[src/hdl/ppe_pkg.sv]
// Shared types, constants and the microprogram of the predator-prey Euler stepper.
// Holds the control word layout, the saturation helper and the reset values.
// No dependencies.
package ppe_pkg;

  localparam int FRAC_BITS = 16;
  localparam int DATA_W    = 32;
  localparam int TIME_W    = 31;
  localparam int PROD_W    = 2 * DATA_W;
  localparam int CFG_IDX_W = 3;
  localparam int UPC_W     = 5;
  localparam int PROG_LEN  = 19;

  localparam logic [UPC_W-1:0] LOAD_ADDR = UPC_W'(18);

  // Reset values of the coefficients and of the state.
  localparam logic signed [DATA_W-1:0] RST_PREY_GROWTH    = DATA_W'(10 << FRAC_BITS);
  localparam logic signed [DATA_W-1:0] RST_PREDATION_RATE = DATA_W'(3 << (FRAC_BITS - 2));
  localparam logic signed [DATA_W-1:0] RST_PREDATOR_DEATH = DATA_W'(1 << FRAC_BITS);
  localparam logic signed [DATA_W-1:0] RST_PREDATOR_GAIN  =
    DATA_W'(((1 << FRAC_BITS) + 5) / 10);
  localparam logic [TIME_W-1:0]        RST_STEP_SIZE      =
    TIME_W'(((1 << FRAC_BITS) + 100) / 200);
  localparam logic signed [DATA_W-1:0] RST_PREY           = DATA_W'(100 << FRAC_BITS);
  localparam logic signed [DATA_W-1:0] RST_PREDATOR       = DATA_W'(5 << FRAC_BITS);

  // Saturation bounds on the wide intermediate format.
  localparam logic signed [PROD_W:0] WIDE_MAX =
    {{(PROD_W - DATA_W + 1){1'b0}}, 1'b0, {(DATA_W - 1){1'b1}}};
  localparam logic signed [PROD_W:0] WIDE_MIN =
    {{(PROD_W - DATA_W + 2){1'b1}}, {(DATA_W - 1){1'b0}}};
  localparam logic signed [PROD_W:0] RND_HALF =
    (PROD_W + 1)'(1) <<< (FRAC_BITS - 1);

  localparam logic CMD_LOAD = 1'b0;
  localparam logic CMD_STEP = 1'b1;

  typedef enum logic [CFG_IDX_W-1:0] {
    CFG_PREY_GROWTH    = 3'd0,
    CFG_PREDATION_RATE = 3'd1,
    CFG_PREDATOR_DEATH = 3'd2,
    CFG_PREDATOR_GAIN  = 3'd3,
    CFG_STEP_SIZE      = 3'd4
  } cfg_idx_t;

  typedef enum logic [1:0] {
    ST_IDLE = 2'b01,
    ST_RUN  = 2'b10
  } state_t;

  typedef enum logic [2:0] {
    OPA_A = 3'd0,
    OPA_B = 3'd1,
    OPA_C = 3'd2,
    OPA_D = 3'd3,
    OPA_H = 3'd4,
    OPA_X = 3'd5
  } opa_sel_t;

  typedef enum logic [1:0] {
    OPB_X  = 2'd0,
    OPB_Y  = 2'd1,
    OPB_T1 = 2'd2,
    OPB_T2 = 2'd3
  } opb_sel_t;

  typedef enum logic {
    WB_T1 = 1'b0,
    WB_T2 = 1'b1
  } wb_dst_t;

  typedef enum logic [1:0] {
    ALU_T1 = 2'd0,
    ALU_X  = 2'd1,
    ALU_Y  = 2'd2
  } alu_reg_t;

  typedef enum logic [1:0] {
    SEQ_NEXT    = 2'd0,
    SEQ_BR_LOAD = 2'd1,
    SEQ_END     = 2'd2
  } seq_t;

  typedef struct packed {
    logic     mul_en;
    opa_sel_t opa;
    opb_sel_t opb;
    logic     wb_en;
    wb_dst_t  wb_dst;
    logic     alu_en;
    logic     alu_sub;
    alu_reg_t alu_reg;
    logic     load_en;
    logic     fin;
    logic     sat_clr;
    seq_t     seq;
  } ucode_t;

  typedef struct packed {
    logic signed [DATA_W-1:0] value;
    logic                     clipped;
  } sat_res_t;

  // Clips a wide signed value to 32-bit signed and reports whether it clipped.
  function automatic sat_res_t sat_clip(input logic signed [PROD_W:0] v);
    sat_res_t r;
    begin
      r.clipped = 1'b1;
      if (v > WIDE_MAX) begin
        r.value = WIDE_MAX[DATA_W-1:0];
      end else if (v < WIDE_MIN) begin
        r.value = WIDE_MIN[DATA_W-1:0];
      end else begin
        r.value   = v[DATA_W-1:0];
        r.clipped = 1'b0;
      end
      return r;
    end
  endfunction

  // The microprogram. T1 and T2 are scratch registers; every multiply result
  // passes through the product register before it is written back.
  function automatic ucode_t ucode_rom(input logic [UPC_W-1:0] addr);
    ucode_t w;
    begin
      w     = '0;
      w.seq = SEQ_NEXT;
      case (addr)
        5'd0: begin  // a*x; also the dispatch point for load items
          w.mul_en = 1'b1; w.opa = OPA_A; w.opb = OPB_X;
          w.sat_clr = 1'b1; w.seq = SEQ_BR_LOAD;
        end
        5'd1: begin
          w.mul_en = 1'b1; w.opa = OPA_X; w.opb = OPB_Y;
          w.wb_en = 1'b1; w.wb_dst = WB_T1;
        end
        5'd2: begin
          w.wb_en = 1'b1; w.wb_dst = WB_T2;
        end
        5'd3: begin
          w.mul_en = 1'b1; w.opa = OPA_B; w.opb = OPB_T2;
        end
        5'd4: begin
          w.wb_en = 1'b1; w.wb_dst = WB_T2;
        end
        5'd5: begin  // dx
          w.alu_en = 1'b1; w.alu_sub = 1'b1; w.alu_reg = ALU_T1;
        end
        5'd6: begin
          w.mul_en = 1'b1; w.opa = OPA_H; w.opb = OPB_T1;
        end
        5'd7: begin
          w.wb_en = 1'b1; w.wb_dst = WB_T2;
        end
        5'd8: begin  // new prey
          w.alu_en = 1'b1; w.alu_reg = ALU_X;
        end
        5'd9: begin
          w.mul_en = 1'b1; w.opa = OPA_X; w.opb = OPB_Y;
        end
        5'd10: begin
          w.wb_en = 1'b1; w.wb_dst = WB_T1;
        end
        5'd11: begin
          w.mul_en = 1'b1; w.opa = OPA_D; w.opb = OPB_T1;
        end
        5'd12: begin
          w.mul_en = 1'b1; w.opa = OPA_C; w.opb = OPB_Y;
          w.wb_en = 1'b1; w.wb_dst = WB_T1;
        end
        5'd13: begin
          w.wb_en = 1'b1; w.wb_dst = WB_T2;
        end
        5'd14: begin  // dy
          w.alu_en = 1'b1; w.alu_sub = 1'b1; w.alu_reg = ALU_T1;
        end
        5'd15: begin
          w.mul_en = 1'b1; w.opa = OPA_H; w.opb = OPB_T1;
        end
        5'd16: begin
          w.wb_en = 1'b1; w.wb_dst = WB_T2;
        end
        5'd17: begin  // new predator, time, result
          w.alu_en = 1'b1; w.alu_reg = ALU_Y;
          w.fin = 1'b1; w.seq = SEQ_END;
        end
        5'd18: begin
          w.load_en = 1'b1; w.seq = SEQ_END;
        end
        default: begin
          w.seq = SEQ_END;
        end
      endcase
      return w;
    end
  endfunction

endpackage

[src/hdl/ppe_mul.sv]
// Shared fixed-point multiplier: registered 32x32 product, then rounding,
// scaling and saturation of the stored product. Depends on ppe_pkg.
module ppe_mul import ppe_pkg::*; (
  input  logic                     clk,
  input  logic                     mul_en,
  input  logic signed [DATA_W-1:0] op_a,
  input  logic signed [DATA_W-1:0] op_b,
  output sat_res_t                 res
);

  logic signed [PROD_W-1:0] prod_r, prod_nxt;
  logic signed [PROD_W:0]   rnd;
  logic signed [PROD_W:0]   scaled;

  always_comb begin
    prod_nxt = prod_r;
    if (mul_en) begin
      prod_nxt = op_a * op_b;
    end
  end

  always_ff @(posedge clk) begin
    prod_r <= prod_nxt;
  end

  // Round to nearest with ties toward plus infinity, then floor-shift.
  assign rnd    = {prod_r[PROD_W-1], prod_r} + RND_HALF;
  assign scaled = rnd >>> FRAC_BITS;
  assign res    = sat_clip(scaled);

endmodule

[src/hdl/predator_prey_euler_step.sv]
// Lotka-Volterra forward Euler stepper in signed fixed point, microcoded.
// Step item: the 18-step microprogram runs through the one shared multiplier;
// a new item is taken only once the block is idle again. Load item: no result.
// A finished result waits in the output register.
// Reset (rst_n low, synchronous) restores the coefficients, prey = 100.0,
// predator = 5.0, time = 0, and empties the output register.
module predator_prey_euler_step import ppe_pkg::*; (
  input  logic                     clk,
  input  logic                     rst_n,
  // Input item channel
  input  logic                     in_valid,
  output logic                     in_ready,
  input  logic                     in_cmd,
  input  logic signed [DATA_W-1:0] in_start_prey,
  input  logic signed [DATA_W-1:0] in_start_predator,
  // Result item channel
  output logic                     out_valid,
  input  logic                     out_ready,
  output logic        [TIME_W-1:0] out_time_now,
  output logic signed [DATA_W-1:0] out_prey_now,
  output logic signed [DATA_W-1:0] out_predator_now,
  output logic                     out_saturated,
  // Configuration write channel
  input  logic                     cfg_valid,
  output logic                     cfg_ready,
  input  logic     [CFG_IDX_W-1:0] cfg_index,
  input  logic        [DATA_W-1:0] cfg_data
);

  // Coefficient registers.
  logic signed [DATA_W-1:0] a_r, a_nxt, b_r, b_nxt, c_r, c_nxt, d_r, d_nxt;
  logic        [TIME_W-1:0] h_r, h_nxt;

  // Sequencer state.
  state_t           state_r, state_nxt;
  logic [UPC_W-1:0] upc_r, upc_nxt;
  ucode_t           cw;

  // Captured input item.
  logic                     cmd_r, cmd_nxt;
  logic signed [DATA_W-1:0] ld_prey_r, ld_prey_nxt, ld_pred_r, ld_pred_nxt;

  // Integrator state and scratch registers.
  logic signed [DATA_W-1:0] x_r, x_nxt, y_r, y_nxt, t1_r, t1_nxt, t2_r, t2_nxt;
  logic        [TIME_W-1:0] time_r, time_nxt;
  logic                     sat_r, sat_nxt;

  // Output register.
  logic                     out_valid_r, out_valid_nxt;
  logic        [TIME_W-1:0] out_time_r, out_time_nxt;
  logic signed [DATA_W-1:0] out_prey_r, out_prey_nxt, out_pred_r, out_pred_nxt;
  logic                     out_sat_r, out_sat_nxt;

  // Datapath signals.
  logic                     run, stall, go, in_acc;
  logic signed [DATA_W-1:0] op_a, op_b, alu_lhs;
  logic signed [DATA_W:0]   alu_sum;
  sat_res_t                 mres, ares;
  logic        [TIME_W:0]   tsum;
  logic        [TIME_W-1:0] tnext;
  logic                     tclip;

  assign cw     = ucode_rom(upc_r);
  assign run    = (state_r == ST_RUN);
  // The last step holds while the previous result has not been taken.
  assign stall  = run && cw.fin && out_valid_r && !out_ready;
  assign go     = run && !stall;
  assign in_ready  = (state_r == ST_IDLE);
  assign in_acc    = in_valid && in_ready;
  assign cfg_ready = 1'b1;

  // Multiplier operand selection.
  always_comb begin
    case (cw.opa)
      OPA_A:   op_a = a_r;
      OPA_B:   op_a = b_r;
      OPA_C:   op_a = c_r;
      OPA_D:   op_a = d_r;
      OPA_H:   op_a = $signed({1'b0, h_r});
      OPA_X:   op_a = x_r;
      default: op_a = x_r;
    endcase
    case (cw.opb)
      OPB_X:   op_b = x_r;
      OPB_Y:   op_b = y_r;
      OPB_T1:  op_b = t1_r;
      OPB_T2:  op_b = t2_r;
      default: op_b = x_r;
    endcase
  end

  ppe_mul u_mul (
    .clk    (clk),
    .mul_en (go && cw.mul_en),
    .op_a   (op_a),
    .op_b   (op_b),
    .res    (mres)
  );

  // The adder always takes T2 as its right operand and writes back in place.
  always_comb begin
    case (cw.alu_reg)
      ALU_T1:  alu_lhs = t1_r;
      ALU_X:   alu_lhs = x_r;
      ALU_Y:   alu_lhs = y_r;
      default: alu_lhs = t1_r;
    endcase
    if (cw.alu_sub) begin
      alu_sum = {alu_lhs[DATA_W-1], alu_lhs} - {t2_r[DATA_W-1], t2_r};
    end else begin
      alu_sum = {alu_lhs[DATA_W-1], alu_lhs} + {t2_r[DATA_W-1], t2_r};
    end
    ares = sat_clip({{(PROD_W - DATA_W){alu_sum[DATA_W]}}, alu_sum});
  end

  // Elapsed time saturates at the top of its unsigned range.
  always_comb begin
    tsum  = {1'b0, time_r} + {1'b0, h_r};
    tclip = tsum[TIME_W];
    tnext = tclip ? {TIME_W{1'b1}} : tsum[TIME_W-1:0];
  end

  // Configuration writes; indexes past the list are ignored.
  always_comb begin
    a_nxt = a_r;
    b_nxt = b_r;
    c_nxt = c_r;
    d_nxt = d_r;
    h_nxt = h_r;
    if (cfg_valid && cfg_ready) begin
      case (cfg_idx_t'(cfg_index))
        CFG_PREY_GROWTH:    a_nxt = $signed(cfg_data);
        CFG_PREDATION_RATE: b_nxt = $signed(cfg_data);
        CFG_PREDATOR_DEATH: c_nxt = $signed(cfg_data);
        CFG_PREDATOR_GAIN:  d_nxt = $signed(cfg_data);
        CFG_STEP_SIZE:      h_nxt = cfg_data[TIME_W-1:0];
        default: ;
      endcase
    end
  end

  // Sequencer: step counter with a branch to the load routine.
  always_comb begin
    state_nxt   = state_r;
    upc_nxt     = upc_r;
    cmd_nxt     = cmd_r;
    ld_prey_nxt = ld_prey_r;
    ld_pred_nxt = ld_pred_r;
    if (in_acc) begin
      state_nxt   = ST_RUN;
      upc_nxt     = '0;
      cmd_nxt     = in_cmd;
      ld_prey_nxt = in_start_prey;
      ld_pred_nxt = in_start_predator;
    end else if (go) begin
      case (cw.seq)
        SEQ_NEXT: upc_nxt = upc_r + UPC_W'(1);
        SEQ_BR_LOAD: begin
          if (cmd_r == CMD_LOAD) begin
            upc_nxt = LOAD_ADDR;
          end else begin
            upc_nxt = upc_r + UPC_W'(1);
          end
        end
        SEQ_END: state_nxt = ST_IDLE;
        default: state_nxt = ST_IDLE;
      endcase
    end
  end

  // Datapath register writes, all gated by the current control word; a taken result clears out_valid.
  always_comb begin
    x_nxt         = x_r;
    y_nxt         = y_r;
    t1_nxt        = t1_r;
    t2_nxt        = t2_r;
    time_nxt      = time_r;
    sat_nxt       = sat_r;
    out_valid_nxt = out_valid_r;
    out_time_nxt  = out_time_r;
    out_prey_nxt  = out_prey_r;
    out_pred_nxt  = out_pred_r;
    out_sat_nxt   = out_sat_r;
    if (out_valid_r && out_ready) begin
      out_valid_nxt = 1'b0;
    end
    if (go) begin
      if (cw.sat_clr) begin
        sat_nxt = 1'b0;
      end
      if (cw.wb_en) begin
        if (cw.wb_dst == WB_T1) begin
          t1_nxt = mres.value;
        end else begin
          t2_nxt = mres.value;
        end
        sat_nxt = sat_nxt | mres.clipped;
      end
      if (cw.alu_en) begin
        case (cw.alu_reg)
          ALU_T1:  t1_nxt = ares.value;
          ALU_X:   x_nxt  = ares.value;
          ALU_Y:   y_nxt  = ares.value;
          default: t1_nxt = ares.value;
        endcase
        sat_nxt = sat_nxt | ares.clipped;
      end
      if (cw.load_en) begin
        x_nxt    = ld_prey_r;
        y_nxt    = ld_pred_r;
        time_nxt = '0;
      end
      if (cw.fin) begin
        // The new predator value is taken straight from the adder.
        time_nxt      = tnext;
        sat_nxt       = sat_nxt | tclip;
        out_valid_nxt = 1'b1;
        out_time_nxt  = tnext;
        out_prey_nxt  = x_r;
        out_pred_nxt  = ares.value;
        out_sat_nxt   = sat_nxt;
      end
    end
  end

  always_ff @(posedge clk) begin
    if (!rst_n) begin
      a_r         <= RST_PREY_GROWTH;
      b_r         <= RST_PREDATION_RATE;
      c_r         <= RST_PREDATOR_DEATH;
      d_r         <= RST_PREDATOR_GAIN;
      h_r         <= RST_STEP_SIZE;
      state_r     <= ST_IDLE;
      upc_r       <= '0;
      x_r         <= RST_PREY;
      y_r         <= RST_PREDATOR;
      time_r      <= '0;
      sat_r       <= 1'b0;
      out_valid_r <= 1'b0;
    end else begin
      a_r         <= a_nxt;
      b_r         <= b_nxt;
      c_r         <= c_nxt;
      d_r         <= d_nxt;
      h_r         <= h_nxt;
      state_r     <= state_nxt;
      upc_r       <= upc_nxt;
      x_r         <= x_nxt;
      y_r         <= y_nxt;
      time_r      <= time_nxt;
      sat_r       <= sat_nxt;
      out_valid_r <= out_valid_nxt;
    end
  end

  always_ff @(posedge clk) begin
    cmd_r      <= cmd_nxt;
    ld_prey_r  <= ld_prey_nxt;
    ld_pred_r  <= ld_pred_nxt;
    t1_r       <= t1_nxt;
    t2_r       <= t2_nxt;
    out_time_r <= out_time_nxt;
    out_prey_r <= out_prey_nxt;
    out_pred_r <= out_pred_nxt;
    out_sat_r  <= out_sat_nxt;
  end

  assign out_valid        = out_valid_r;
  assign out_time_now     = out_time_r;
  assign out_prey_now     = out_prey_r;
  assign out_predator_now = out_pred_r;
  assign out_saturated    = out_sat_r;

  // The step counter never leaves the microprogram while running.
  a_upc_in_prog: assert property (@(posedge clk) disable iff (!rst_n)
    run |-> (upc_r < UPC_W'(PROG_LEN)))
    else $error("step counter outside the microprogram");

  // Only step items produce results.
  a_result_from_step: assert property (@(posedge clk) disable iff (!rst_n)
    $rose(out_valid_r) |-> $past(cmd_r == CMD_STEP))
    else $error("result produced by a load item");

  // A held final step must not touch the sequencer or the predator state.
  a_stall_holds: assert property (@(posedge clk) disable iff (!rst_n)
    stall |=> ($stable(upc_r) && $stable(y_r) && $stable(time_r)))
    else $error("state changed while the result was held");

  // Elapsed time never goes backward across a step.
  a_time_monotonic: assert property (@(posedge clk) disable iff (!rst_n)
    (go && cw.fin) |=> (time_r >= $past(time_r)))
    else $error("elapsed time decreased");

endmodule

[config.mk]
export PLATFORM = sky130hd
export DESIGN_NAME = predator_prey_euler_step
export DESIGN_NICKNAME = d
export VERILOG_FILES = /design/src/hdl/ppe_pkg.sv /design/src/hdl/ppe_mul.sv /design/src/hdl/predator_prey_euler_step.sv
export SDC_FILE = /design/constraint.sdc
export NUM_CORES = 2
export LEC_CHECK = 0
export BUFFER_PORTS_ARGS = -buffer_cell sky130_fd_sc_hd__buf_4
export CAP_MARGIN = 20
export CORE_ASPECT_RATIO = 0.6
export CORE_MARGIN = 2
export CORE_UTILIZATION = 35
export DETAILED_ROUTE_END_ITERATION = 6
export SLEW_MARGIN = 20
export SYNTH_ARGS = -nofsm -noshare
export SYNTH_HDL_FRONTEND = slang
export SYNTH_HIERARCHICAL = 1
export SYNTH_SLANG_ARGS = --single-unit
[constraint.sdc]
create_clock -name clk -period 21.1 [get_ports clk]
set_input_delay 4.22 -clock clk [delete_from_list [all_inputs] [get_ports clk]]
set_output_delay 4.22 -clock clk [all_outputs]
set_load 0.005 [all_outputs]
Word-level counts from Yosys, hierarchy flattened
Index checks and enable logic that the tools add are counted.
{"block": "totals", "register_bits": 552, "wordCells": 162}
{"block": "classes", "reduce_logical": 42, "mux": 49, "n_addsub": 5, "eq_ne": 35, "multipliers": 1, "bitwise_logic": 4, "magnitude_cmp": 4}
{"operator": "32-bit 2-to-1 mux", "count": 14}
{"operator": "32-bit one-hot mux with 5 select lines", "count": 1}
{"operator": "32-bit one-hot mux with 4 select lines", "count": 1}
{"operator": "31-bit 2-to-1 mux", "count": 3}
{"operator": "64-bit by 17-bit adder with 65-bit output, second input constant", "count": 1}
{"operator": "32-bit by 32-bit multiplier with 64-bit output", "count": 1}
{"operator": "32-bit one-hot mux with 2 select lines", "count": 1}
{"operator": "49-bit by 32-bit > comparator with 1-bit output, second input constant", "count": 1}
{"operator": "49-bit by 32-bit less-than comparator with 1-bit output, second input constant", "count": 1}
{"operator": "5-bit by 4-bit == test with 1-bit output, second input constant", "count": 8}
{"operator": "6-bit one-hot mux with 6 select lines", "count": 1}
{"operator": "32-bit by 32-bit adder with 33-bit output", "count": 1}
{"operator": "33-bit by 32-bit > comparator with 1-bit output, second input constant", "count": 1}
{"operator": "33-bit by 32-bit less-than comparator with 1-bit output, second input constant", "count": 1}
{"operator": "33-bit 2-to-1 mux", "count": 1}
{"operator": "32-bit by 32-bit subtractor with 33-bit output", "count": 1}
{"operator": "31-bit by 31-bit adder with 32-bit output", "count": 1}
{"operator": "5-bit by 3-bit == test with 1-bit output, second input constant", "count": 4}
{"operator": "1-bit 2-to-1 mux", "count": 19}
{"operator": "2-bit AND reduction", "count": 9}
{"operator": "16-bit OR reduction", "count": 1}
{"operator": "5-bit == test, second input constant", "count": 3}
{"operator": "3-bit by 2-bit == test with 1-bit output, second input constant", "count": 4}
{"operator": "2-bit one-hot mux with 2 select lines", "count": 3}
{"operator": "24 further kinds", "count": 58}

Longest topological paths before layout
{"block": "logic_depth", "depth_word": 16, "depth_mapped": 41}

Cells and area by module
Netlist, hierarchy kept.
{"mod": "ppe_mul", "seq_area_each_um2": 1471.4, "instances": 1, "cells_each": 4175, "area_each_um2": 38918.6}
{"mod": "predator_prey_euler_step", "seq_area_each_um2": 12021.5, "instances": 1, "cells_each": 2654, "area_each_um2": 24607.4}

Worst setup path after synthesis
No wires, ideal clock.
{"block": "synth_timing", "path_type": "reg2reg", "from": "register upc_r[4]", "to": "register u_mul.prod_r[62], data pin", "t_arrival_ns": 10.204, "setup_ns": 0.269, "period_less_slack_ns": 10.473, "setup_slack_ns": 10.627, "stages_incl_launch_ff": 41, "cell_sequence": "dfxtp_1 > clkbuf_1 > inv_1 > clkbuf_1 > ha_1 > a41oi_1 > a21boi_0 > clkbuf_1 > buf_1 > nor2_1 > a21oi_1 > o21ai_0 > clkbuf_1 > nand2_1 > inv_1 > fa_1 > inv_1 > fa_1 > [... 5 more ...] > fa_1 > fa_1 > fa_1 > inv_1 > fa_1 > inv_1 > ha_1 > clkbuf_1 > nand4_1 > or2_2 > or3_1 > or2_2 > o22a_1 > nand2_1 > a31o_2 > o21ai_0 > o31ai_1 > xor2_1"}
{"block": "synth_between", "elab_chain_len": 6}
{"element": "start, declared", "line_no": "predator_prey_euler_step.sv:36", "text": "logic [UPC_W-1:0] upc_r, upc_nxt;"}
{"element": "start signal, assigned", "line_no": "predator_prey_euler_step.sv:247", "text": "upc_r <= upc_nxt;"}
{"element": "5-bit by 4-bit == test with 1-bit output, or another cell as far along", "line_no": "ppe_pkg.sv:128", "text": "case (addr)"}
{"element": "2-bit OR reduction (no source line)"}
{"element": "6-bit one-hot mux with 6 select lines *", "line_no": "ppe_pkg.sv:128"}
{"element": "2-bit == test, or another cell as far along", "line_no": "predator_prey_euler_step.sv:83", "text": "case (cw.opb)"}
{"element": "32-bit one-hot mux with 4 select lines *", "line_no": "predator_prey_euler_step.sv:83"}
{"element": "net op_b[2]", "line_no": "predator_prey_euler_step.sv:56", "text": "logic signed [DATA_W-1:0] op_a, op_b, alu_lhs;"}
{"element": "32-bit by 32-bit multiplier with 64-bit output *", "line_no": "ppe_mul.sv:18", "text": "prod_nxt = op_a * op_b;"}
{"element": "end signal, assigned", "line_no": "ppe_mul.sv:23", "text": "prod_r <= prod_nxt;"}
{"element": "end, declared", "line_no": "ppe_mul.sv:11", "text": "logic signed [PROD_W-1:0] prod_r, prod_nxt;"}
The timed path passes the listed nets; every way through them passes the cells marked *.
A chain may end at the register's enable or synchronous reset.

Worst setup path in the final report
{"block": "layout_timing", "from": "register upc_r[4]", "to": "register u_mul.prod_r[63], data pin"}
The elaborated chain is that of the path after synthesis.

==> out/metrics.csv <==
metric;value;unit
destination of the worst register-to-register timing path;u_mul/prod_r[63];
leakage power figure;31.1;nW
startpoint kind of the worst setup timing path;flip-flop;
Area contributors post-synth;sky130_fd_sc_hd__fa_1, sky130_fd_sc_hd__edfxtp_1, sky130_fd_sc_hd__dfxtp_1, sky130_fd_sc_hd__inv_1, sky130_fd_sc_hd__nand2_1;
horizontal die dimension;554;um
Int Pwr;1.71;mW
Clock Pin Slew Worst Setup and Hold Paths;0.07;ns
first-pass GRT wire length;337;mm
peak fanout along the critical path;65;
post-cts resize count;0;
number of setup buffers added after CTS;0;
Most used DFF post-synth;sky130_fd_sc_hd__edfxtp_1;
min Tclk post-route;12.57;ns
headroom to the max-slew limit;25.4;%
clk_lat worst skew;0.66;ns
Most flops, register;u_mul/prod_r;
Critical Path RT;21.50;ns
reg2reg start;upc_r[4];
start point of the worst min-delay path;d_r[16];
largest stage delay on the critical path;0.86;ns
final routed wirelength across all metal layers;228;mm
endpoint class of the critical path;flip-flop;
number of cells on the worst reg-to-reg path;31;
fin crit share;59.6;%
Cell Pwr Density;34.0;nW/um^2
Remaining DRCs;3;
die area;185000;um^2
number of antenna violations at the first check in global routing;24;
count of input and output buffers;202;
max-slew violation total from the final report;0;
DP Cell Count;9149;
total of fill cells in the finished design;17964;
H-tree depth;2;
global route total overflow;0;
total setup violations reported at the end of the flow;0;
Logic pwr share;12.5;%
proportion of register bits with asynchronous set or reset after synthesis;0;%
TritonCTS clock tree;yes;
number of nets in the synthesized netlist;8267;
worst-case register-to-register setup slack;8.53;ns
part of the total power dissipated in the clock network;39.5;%
violated checks;design-rule violations;
area share of the largest cell type after synthesis;34.1;%
number of rows in the core area;121;
global placer's final weighted congestion;0.973;
cell count after synthesis;6829;
total of warnings raised by yosys;6;
via count of the first global-routing pass;49487;
number of buffers on the longest clock path;3;
Largest register FFs;49;
post-place instance area;67900;um^2
Max Fclk;79.5;MHz
hold bufs inserted after CTS;0;
master of the slowest instance on the critical path;sky130_fd_sc_hd__o221ai_1;
post-layout instance area;69500;um^2
largest net degree at the start of global routing;133;
Peak supply drop;0.0000594;V
DP HPWL;171;mm
share of final-layout standard cells stronger than drive strength 1;8.25;%
setup clock skew after layout;0.0447;ns
overall fraction of global-route tracks in use;24.5;%
worst setup path endpoint;u_mul/prod_r[63];
number of optimization iterations in the first detailed-route pass;7;
most used cells in the layout excluding fill and tap cells;sky130_fd_sc_hd__inv_1, sky130_fd_sc_hd__nand2_1, sky130_fd_sc_hd__fa_1, sky130_fd_sc_hd__and2_1, sky130_fd_sc_hd__buf_4;
final hold viol count;0;
number of clock buffers inserted by TritonCTS;50;
Worst Tran Pin Value;1.10;ns
Vias;49754;
launch point of the critical path;upc_r[4];
net switching power;0.651;mW
NumNets Final;8241;
type of the worst setup path;reg -> reg;
most common cell after layout, fill and taps aside;sky130_fd_sc_hd__inv_1;
final routed wire length divided by cell count;24.7;um
run status;finished with violations;
switching share of power;27.6;%
register share of total power;48.0;%
Max Cap Viol;0;
setup repair after global routing missed its margin;false;
non-filler cells in the finished layout;9248;
initial core utilization;35.1;%
dominant cell type by count on the critical path;sky130_fd_sc_hd__fa_1;
synthesized area divided by synthesized cell count;9.30;um^2
TNS Setup;0;ns
die span in y;334;um
portion of the post-synthesis area used by sequential elements;21.2;%
Starting DRT DRC Count;6129;
count of cell types in the netlist;93;
clock root buffer;sky130_fd_sc_hd__clkbuf_16;
class of the most critical hold timing path;reg -> reg;
DRT antenna net count;0;
io pins;204;
CTS Sinks;537;
flip-flop and latch count after synthesis;537;
Synth-to-Final Area Change;9.38;%
post-synthesis instance area;63500;um^2
most area-hungry cell type in the Yosys netlist;sky130_fd_sc_hd__fa_1;
number of flops mapped to enable cells by yosys;274;
placeable core area;181000;um^2
number of vias per cell after detailed routing;5.38;
signal arrival time at the worst endpoint;12.97;ns
-- worst min path at each step --
stage / to / depth (start not counted)
2_1_floorplan: b_r[14] / 2
3_3_place_gp: b_r[14] / 2
3_5_place_dp: a_r[17] / 2
4_1_cts: c_r[12] / 2
5_1_grt: c_r[12] / 2
6_report: d_r[16] / 2
-- metal layers --
layer	GRT usage (%)	wire [um]
met2	31.2	84200
met3	10.4	35300
met5	0.904	302
met1	38.1	105000
met4	3.29	3460
-- worst max-delay path, delay by kind of cell (launching register included) --
kind	cells	cell delay, ns
flops	1	0.60
compound gates	9	3.20
fa+ha+maj	10	4.88
xor+xnor	1	0.15
buf+inv	7	2.10
simple gates	4	1.23
-- power groups by stage --
stage	clock network, mW	registers, mW	logic [mW]
after detailed placement	0	1.16	0.288
final	0.933	1.13	0.295
after CTS	0.944	1.13	0.289
after global placement	0	1.16	0.286
after global routing	0.986	1.13	0.319
after floorplan	0	1.15	0.173
-- logic make-up (layout without fill, tap and decap cells) --
family / count (synthesis) / count (layout) / share of synthesized area [%]
multiplexers: 66 / 66 / 1.04
other: 1 / 6 / 0.00590
AND/OR/NAND/NOR: 2196 / 2196 / 16.5
buffers and inverters: 1519 / 1535 / 9.09
adder cells (fa/ha/maj): 1348 / 1348 / 39.3
flip-flops: 537 / 537 / 21.2
AO/OA/AOI/OAI: 982 / 982 / 10.3
XOR/XNOR: 180 / 180 / 2.51
-- Yosys cell counts, types with 32 or more instances --
cell type,number
sky130_fd_sc_hd__a21boi_0,154
sky130_fd_sc_hd__a21o_1,49
sky130_fd_sc_hd__a21oi_1,224
sky130_fd_sc_hd__a22o_1,32
sky130_fd_sc_hd__a22oi_1,56
sky130_fd_sc_hd__a31oi_1,50
sky130_fd_sc_hd__and2_1,519
sky130_fd_sc_hd__clkbuf_1,363
sky130_fd_sc_hd__dfxtp_1,263
sky130_fd_sc_hd__edfxtp_1,274
sky130_fd_sc_hd__fa_1,1083
sky130_fd_sc_hd__ha_1,250
sky130_fd_sc_hd__inv_1,1122
sky130_fd_sc_hd__mux2i_1,65
sky130_fd_sc_hd__nand2_1,1096
sky130_fd_sc_hd__nand3_1,78
sky130_fd_sc_hd__nand4_1,43
sky130_fd_sc_hd__nor2_1,191
sky130_fd_sc_hd__nor2b_1,64
sky130_fd_sc_hd__nor3_1,33
sky130_fd_sc_hd__o211ai_1,54
sky130_fd_sc_hd__o21ai_0,169
sky130_fd_sc_hd__or3_1,46
sky130_fd_sc_hd__xnor2_1,111
sky130_fd_sc_hd__xor2_1,67
-- stage by stage --
step           power, mW  worst slack (ns)  hold WS, ns  util, %
6_report            2.36              8.53        0.466     38.4
5_1_grt             2.44              7.94        0.486     38.4
4_1_cts             2.37              8.68        0.468     38.4
3_5_place_dp        1.44              8.68        0.458     37.5
3_3_place_gp        1.44              8.87        0.450     37.5
2_1_floorplan       1.32             10.63        0.440        -
-- cell type report --
class	count	area (um^2)	share of cell area (%)
sequential	537	13500	19.4
clock inverter	26	220	0.317
clock buffer	68	1390	2.00
antenna	5	12.5	0.0180
multi-input combinational	4773	44700	64.4
inverter	1122	4210	6.06
tap	2398	3000	4.32
timing repair buffer	319	2410	3.47
Note: power is estimated with default switching activity, not from simulation.
